### src/sv/lpdt_ram.sv
// Generic simple dual-port RAM with registered read.
module lpdt_ram #(
  parameter int WIDTH = 8,
  parameter int DEPTH = 16
) (
  input  logic                     clk,
  input  logic                     we,
  input  logic [$clog2(DEPTH)-1:0] waddr,
  input  logic [WIDTH-1:0]         wdata,
  input  logic [$clog2(DEPTH)-1:0] raddr,
  output logic [WIDTH-1:0]         rdata
);

  logic [WIDTH-1:0] mem [DEPTH];

  always_ff @(posedge clk) begin
    if (we) begin
      mem[waddr] <= wdata;
    end
    rdata <= mem[raddr];
  end

endmodule

### config.mk
export PLATFORM = sky130hd
export DESIGN_NAME = lpdt_ram
export DESIGN_NICKNAME = d
export VERILOG_FILES = /design/src/sv/lpdt_ram.sv
export SDC_FILE = /design/constraint.sdc
export NUM_CORES = 1
export LEC_CHECK = 0
export BUFFER_PORTS_ARGS = -buffer_cell sky130_fd_sc_hd__buf_2
export CAP_MARGIN = 40
export CELL_PAD_IN_SITES_DETAIL_PLACEMENT = 0
export CELL_PAD_IN_SITES_GLOBAL_PLACEMENT = 1
export CORE_MARGIN = 5
export CORE_UTILIZATION = 53
export CTS_CLUSTER_DIAMETER = 60
export CTS_CLUSTER_SIZE = 20
export DETAILED_ROUTE_END_ITERATION = 12
export GPL_TIMING_DRIVEN = 1
export PLACE_DENSITY = 0.89
export SLEW_MARGIN = 20
export SYNTH_ARGS = -nofsm -noshare
export SYNTH_HDL_FRONTEND = slang
export SYNTH_SLANG_ARGS = --single-unit
### constraint.sdc
create_clock -name clk -period 2.1 [get_ports clk]
set_clock_uncertainty 0.15 [all_clocks]
set_input_delay 0.21 -clock clk [delete_from_list [all_inputs] [get_ports clk]]
set_output_delay 0.21 -clock clk [all_outputs]
set_load 0.005 [all_outputs]
==> impl_metrics.tcl, run 1 <==
set metrics [dict create \
    outcome "finished clean" \
    dp.final_hpwl_um 5930 \
    sw_frac_of_total 0.222 \
    detail_route.vias_per_cell 5.68 \
    max_freq_mhz 643 \
    final_hold_viol_count 0 \
    syn-num-nets 247 \
    dpl-instance-area_um2 5530 \
    cts.reportedPaths.clkPinSlew_ns 0.07 \
    cts_tree "done" \
    kind_of_start_point_of_the_critical_path "register" \
    yosys.cell_types.count 19 \
    vias_in_the_first_global_route 2629 \
    slew-limit-headroom 0.745 \
    fp.dieArea_um2 11800 \
    endpoint_kind "register" \
    critical_path_required_ns 2.34 \
    final_nets 309 \
    ir_drop_v 0.000559 \
    die-height_um 109 \
    critical-path-max-stage-delay_ns 0.50 \
    grt_setup_unrepaired "false" \
    ys_warn_count 0 \
    setup-tns-final_ns 0 \
    slew_viol_final 0 \
    cts_max_level 4 \
    worstPathMaxFanout 1 \
    timing.hold.worst.start "waddr[0]" \
    core_um2 9640 \
    timing.critical_path.arrival_ns 1.80 \
    dr.pass1.iters 4 \
    numPortBuffers 25 \
    power_frac_seq 0.512 \
    cts-root-to-sink-buffers 2 \
    critical-path-slowest-cell "sky130_fd_sc_hd__mux4_1" \
    routabilityCongestion 0.770 \
    synth_area_per_cell_um2 22.5 \
    syn_to_final_growth_pct 19.3 \
    final_layout_size_suffix_gt1_frac 0.313 \
    antenna_found_initial 0 \
    numCtsBuffers 17 \
    crit_path_from "mem[9][4]$_DFFE_PP_" \
    switch_pwr_w 0.00133 \
    r2r_start "mem[9][4]$_DFFE_PP_" \
    classification_of_the_worst_setup_path "reg -> reg" \
    final_min_period_over_clock_period 0.741 \
    grt_util_all_layers 0.188 \
    start_util 0.534 \
    power.leakage_nw 2.09 \
    clk-insertion-delay-late_ns 0.52 \
    share_clk_of_total_power 0.439 \
    clock_sinks 136 \
    cts.root.buffer_cell "sky130_fd_sc_hd__clkbuf_8" \
    finalSetupViolCount 0 \
    ys_seq_area_frac 0.778 \
    layout.cells.most_common_list "128 x sky130_fd_sc_hd__edfxtp_1, 25 x sky130_fd_sc_hd__buf_2, 18 x sky130_fd_sc_hd__mux4_2, 18 x sky130_fd_sc_hd__buf_4" \
    synth_cells 229 \
    synth_seq_cells 136 \
    drt_iter0_drc 198 \
    comb_power_share 0.048 \
    critPathBufInv 0 \
    final_common_cell "sky130_fd_sc_hd__edfxtp_1" \
    layout.filler_cells 641 \
    finalCriticalPeriod_ns 1.56 \
    grt_max_degree 33 \
    vias 2483 \
    crit_path_cell_trace "mux4_1, a22oi_1, nand2_1" \
    cp_top_family "multiplexers" \
    wirelength_um 10100 \
    remaining_drc_errors 0 \
    max_cap_viol_count 0 \
    worst_hold_class "in -> reg" \
    grt_first_pass_wirelength_um 15200 \
    postLayoutCellArea_um2 6140 \
    die_w_um 109 \
    intPower_w 0.00464 \
    grt-ovfl-total 0 \
    drt.antenna.violating_nets 0 \
    route.detailed.wl_per_inst_um 23.2 \
    num_rows 36 \
    num_antenna_cells 0 \
    least_margin_pin_slew_ns 0.383 \
    mappedNetlistArea_um2 5150 \
    io_pins 26 \
    power-per-cell-area_nw_per_um2 972 \
]
-- metrics by stage --
stage               total power, W  instances   util  hold WS (ns)  setup slack [ns]
finish                     0.00597        437  0.637         0.113             0.544
global route               0.00615        437  0.637         0.116             0.502
CTS                        0.00601        437  0.637        0.0860             0.535
detailed placement         0.00339        397  0.573         0.440             0.260
global placement           0.00338        397  0.573         0.437             0.269
floorplan                  0.00326        229      -         0.159             0.247
-- synthesized netlist by cell type --
master	count	area (µm²)
sky130_fd_sc_hd__mux4_1	14	368
sky130_fd_sc_hd__edfxtp_1	128	3840
sky130_fd_sc_hd__a22oi_1	16	120
sky130_fd_sc_hd__clkdlybuf4s25_2	3	30.0
sky130_fd_sc_hd__nand2b_1	2	12.5
sky130_fd_sc_hd__nor3_1	4	20.0
sky130_fd_sc_hd__buf_4	1	7.51
sky130_fd_sc_hd__and2_1	1	6.26
sky130_fd_sc_hd__mux4_2	18	405
sky130_fd_sc_hd__nand2_1	9	33.8
sky130_fd_sc_hd__buf_6	3	33.8
sky130_fd_sc_hd__or3b_2	1	8.76
sky130_fd_sc_hd__nor2b_1	1	6.26
sky130_fd_sc_hd__buf_2	3	15.0
sky130_fd_sc_hd__dfxtp_1	8	160
sky130_fd_sc_hd__nand3b_1	2	15.0
sky130_fd_sc_hd__nor2_1	13	48.8
sky130_fd_sc_hd__and2b_1	1	7.51
sky130_fd_sc_hd__nand3_1	1	5.00
-- timing repair --
item	in CTS	in global routing
setup endpoints to repair	0	0
buffers inserted	0	0
hold buffers	8	0
endpoints found under the hold margin	128	0
gates resized for setup	0	0
-- power groups by stage --
| stage | combinational, W | sequential, W | clock (W) |
|---|---|---|---|
| after global placement | 0.000265 | 0.00311 | 0 |
| after detailed placement | 0.000277 | 0.00312 | 0 |
| after floorplan | 0.000154 | 0.00311 | 0 |
| after CTS | 0.000293 | 0.00306 | 0.00265 |
| after global routing | 0.000312 | 0.00306 | 0.00278 |
| final | 0.000288 | 0.00306 | 0.00262 |
-- kinds of logic after synthesis --
family | after synthesis | share of synthesized area
DFF | 136 | 0.778
and+or+nand+nor | 35 | 0.0318
AOI/OAI and AO/OA | 16 | 0.0233
muxes | 32 | 0.150
buffers and inverters | 10 | 0.0168
-- metal layers --
metal,vias up,share of wire,track usage
met4,0,0.014,0.0685
met3,9,0.045,0.0490
li1,1103,-,-
met2,81,0.53,0.315
met1,1290,0.41,0.240
met5,-,0,0
-- flip-flops by register name, indices dropped and copies added, names as in the netlist --
register and cells:
mem 128, rdata 8
-- worst min-delay path, stage by stage --
cell	delay, ns
sky130_fd_sc_hd__buf_2	0.15
sky130_fd_sc_hd__nor3_1	0.07
sky130_fd_sc_hd__buf_4	0.18
-- path summary, 6_finish.rpt --
kind                                             to  slack, ns  depth (start not counted)
worst max-delay path               rdata[4]$_DFF_P_       0.54                          3
worst min-delay path            mem[8][4]$_DFFE_PP_       0.11                          3
worst max register to register     rdata[4]$_DFF_P_       0.54                          3
worst min register to register     rdata[5]$_DFF_P_       0.54                          3
-- area by class of cell --
class	count	area [µm²]	area share
Sequential cell	136	4000	0.652
Multi-Input combinational cell	83	1060	0.172
Clock buffer	18	418	0.0680
Timing Repair Buffer	53	380	0.0619
Tap cell	133	166	0.0271
Clock inverter	14	116	0.0189
Note: power is estimated with default switching activity, not from simulation.
==> run 2: changes to the inputs <==
==> constraint.sdc (replaced) <==
create_clock -name clk -period 1.6 [get_ports clk]
set_clock_uncertainty 0.15 [all_clocks]
set_input_delay 0.16 -clock clk [delete_from_list [all_inputs] [get_ports clk]]
set_output_delay 0.16 -clock clk [all_outputs]
set_load 0.005 [all_outputs]
==> run 2 against run 1 <==
Effect of this change:
- hold slack got worse by 0.044 ns
- critical path type unchanged
- maximum frequency grew 3.3%
- clock power rose by 45%
- wire length grew 1.8%
- first-iteration DRC count rose by 0.51%
- sequential cell count unchanged
- critical path depth stayed put
- count of clock-buffer cells in the layout fell by 1
- design area increased by 2.4%
- sequential power rose by 31%
- highest routed layer unchanged
- non-clock buffer count up 7
- power increased by 38%
==> impl_metrics.tcl, run 2 (synthesis results as in run 1) <==
set metrics [dict create \
    timing.critical_path.arrival_ns 1.75 \
    crit_path_cell_trace "mux4_2, a22oi_1, nand2_1" \
    layout.cells.most_common_list "128 x sky130_fd_sc_hd__edfxtp_1, 25 x sky130_fd_sc_hd__buf_2, 23 x sky130_fd_sc_hd__buf_4" \
    antenna_found_initial 0 \
    final_common_cell "sky130_fd_sc_hd__edfxtp_1" \
    least_margin_pin_slew_ns 0.765 \
    numPortBuffers 25 \
    power-per-cell-area_nw_per_um2 1310 \
    layout_top_registers "mem: 128 flops, rdata: 8 flops" \
    critPathBufInv 0 \
    route.detailed.wl_per_inst_um 23.2 \
    syn_to_final_growth_pct 22.2 \
    cts_tree "done" \
    vias 2516 \
    detail_route.vias_per_cell 5.67 \
    endpoint_kind "register" \
    largest_reg_flops 128 \
    worst_hold_class "in -> reg" \
    grt-ovfl-total 0 \
    max_cap_viol_count 0 \
    classification_of_the_worst_setup_path "reg -> reg" \
    numCtsBuffers 17 \
    critical-path-max-stage-delay_ns 0.47 \
    cts_setup_buffers 0 \
    kind_of_start_point_of_the_critical_path "register" \
    critical-path-slowest-cell "sky130_fd_sc_hd__mux4_2" \
    grt_setup_unrepaired "false" \
    multi_input_comb_area_um2 1070 \
    largest_register "mem" \
    grt_util_all_layers 0.198 \
    vias_in_the_first_global_route 2754 \
    start_util 0.534 \
    grt_first_pass_wirelength_um 16000 \
    max_freq_mhz 664 \
    wirelength_um 10300 \
    fp.dieArea_um2 11800 \
    critical_path_required_ns 1.84 \
    slew_viol_final 0 \
    dr.pass1.iters 4 \
    die_w_um 109 \
    layout.filler_cells 630 \
    post-route-worst-setup-slack_ns 0.0936 \
    post-place-ws_ns -0.148 \
    io_pins 26 \
    cp_top_family "multiplexers" \
    grt_max_degree 17 \
    cts_max_level 4 \
    power.leakage_nw 2.17 \
    outcome "finished clean" \
    finalSetupViolCount 0 \
    postLayoutCellArea_um2 6290 \
    clk-insertion-delay-late_ns 0.51 \
    drt.antenna.violating_nets 0 \
    finalCriticalPeriod_ns 1.51 \
    cts.reportedPaths.clkPinSlew_ns 0.06 \
    cts-root-to-sink-buffers 2 \
    routabilityCongestion 0.743 \
    clock_sinks 136 \
    core_um2 9640 \
    dp.final_hpwl_um 6290 \
    final_min_period_over_clock_period 0.942 \
    dpl-instance-area_um2 5610 \
    slew-limit-headroom 0.488 \
    worstPathMaxFanout 1 \
    final_layout_size_suffix_gt1_frac 0.338 \
    die-height_um 109 \
    cts.root.buffer_cell "sky130_fd_sc_hd__clkbuf_8" \
    report.power.total_w 0.00822 \
    remaining_drc_errors 0 \
    ir_drop_v 0.000549 \
    num_antenna_cells 0 \
    final_nets 316 \
    drt_iter0_drc 199 \
    regArea_um2 4000 \
    final_hold_viol_count 0 \
    num_rows 36 \
]
## run 2: changes by cell type in the layout (fill, tap and decap cells not counted), sizes merged
cell	change
clkinvlp	-1
clkinv	+5
inv	-6
buf	+7
bufinv	+3
clkbuf	-1
## run 2: worst paths after layout
path | cells after the start | endpoint | slack, ns | from
max | 3 | rdata[4]$_DFF_P_ | 0.09 | mem[3][4]$_DFFE_PP_
min | 3 | mem[0][3]$_DFFE_PP_ | 0.07 | waddr[0]
max reg2reg | 3 | rdata[4]$_DFF_P_ | 0.09 | mem[3][4]$_DFFE_PP_
min reg2reg | 3 | rdata[2]$_DFF_P_ | 0.53 | mem[5][2]$_DFFE_PP_
## run 2: repair_timing
| action | CTS | global route |
|---|---|---|
| setup endpoints to repair | 0 | 1 |
| resized for setup | 0 | 1 |
| hold buffers | 8 | 0 |
| endpoints found under the hold margin | 128 | 0 |
## run 2: where the power goes
group	switching (W)	internal [W]	total (W)
clock	0.00144	0.00237	0.00381
sequential	0.0000264	0.00398	0.00401
combinational	0.000211	0.000193	0.000404
## run 2: stage by stage
step / utilization / std cells / TNS, ns / hold slack [ns]
2_1_floorplan: - / 229 / 0 / 0.109
3_3_place_gp: 0.582 / 404 / -0.443 / 0.386
3_5_place_dp: 0.582 / 404 / -0.578 / 0.388
4_1_cts: 0.652 / 444 / 0 / 0.0425
5_1_grt: 0.653 / 444 / 0 / 0.0570
6_report: 0.653 / 444 / 0 / 0.0693
## run 2: worst register-to-register path: stages, from the launching register on
cell and delay [ns]:
sky130_fd_sc_hd__edfxtp_1 0.37, sky130_fd_sc_hd__mux4_2 0.47, sky130_fd_sc_hd__a22oi_1 0.30, sky130_fd_sc_hd__nand2_1 0.11
## run 2: cell type report
class | instances | share of cell area
clock inverters | 15 | 0.0286
repair buffers | 60 | 0.0728
well taps | 133 | 0.0265
multi-input cells | 83 | 0.170
clock buffers | 17 | 0.0658
flip-flops and latches | 136 | 0.637
## run 2: per-layer routing
metal | GRT usage | routed length, µm
met5 | 0 | 0
met2 | 0.323 | 5320
met1 | 0.252 | 3970
met4 | 0.0857 | 222
met3 | 0.0507 | 787
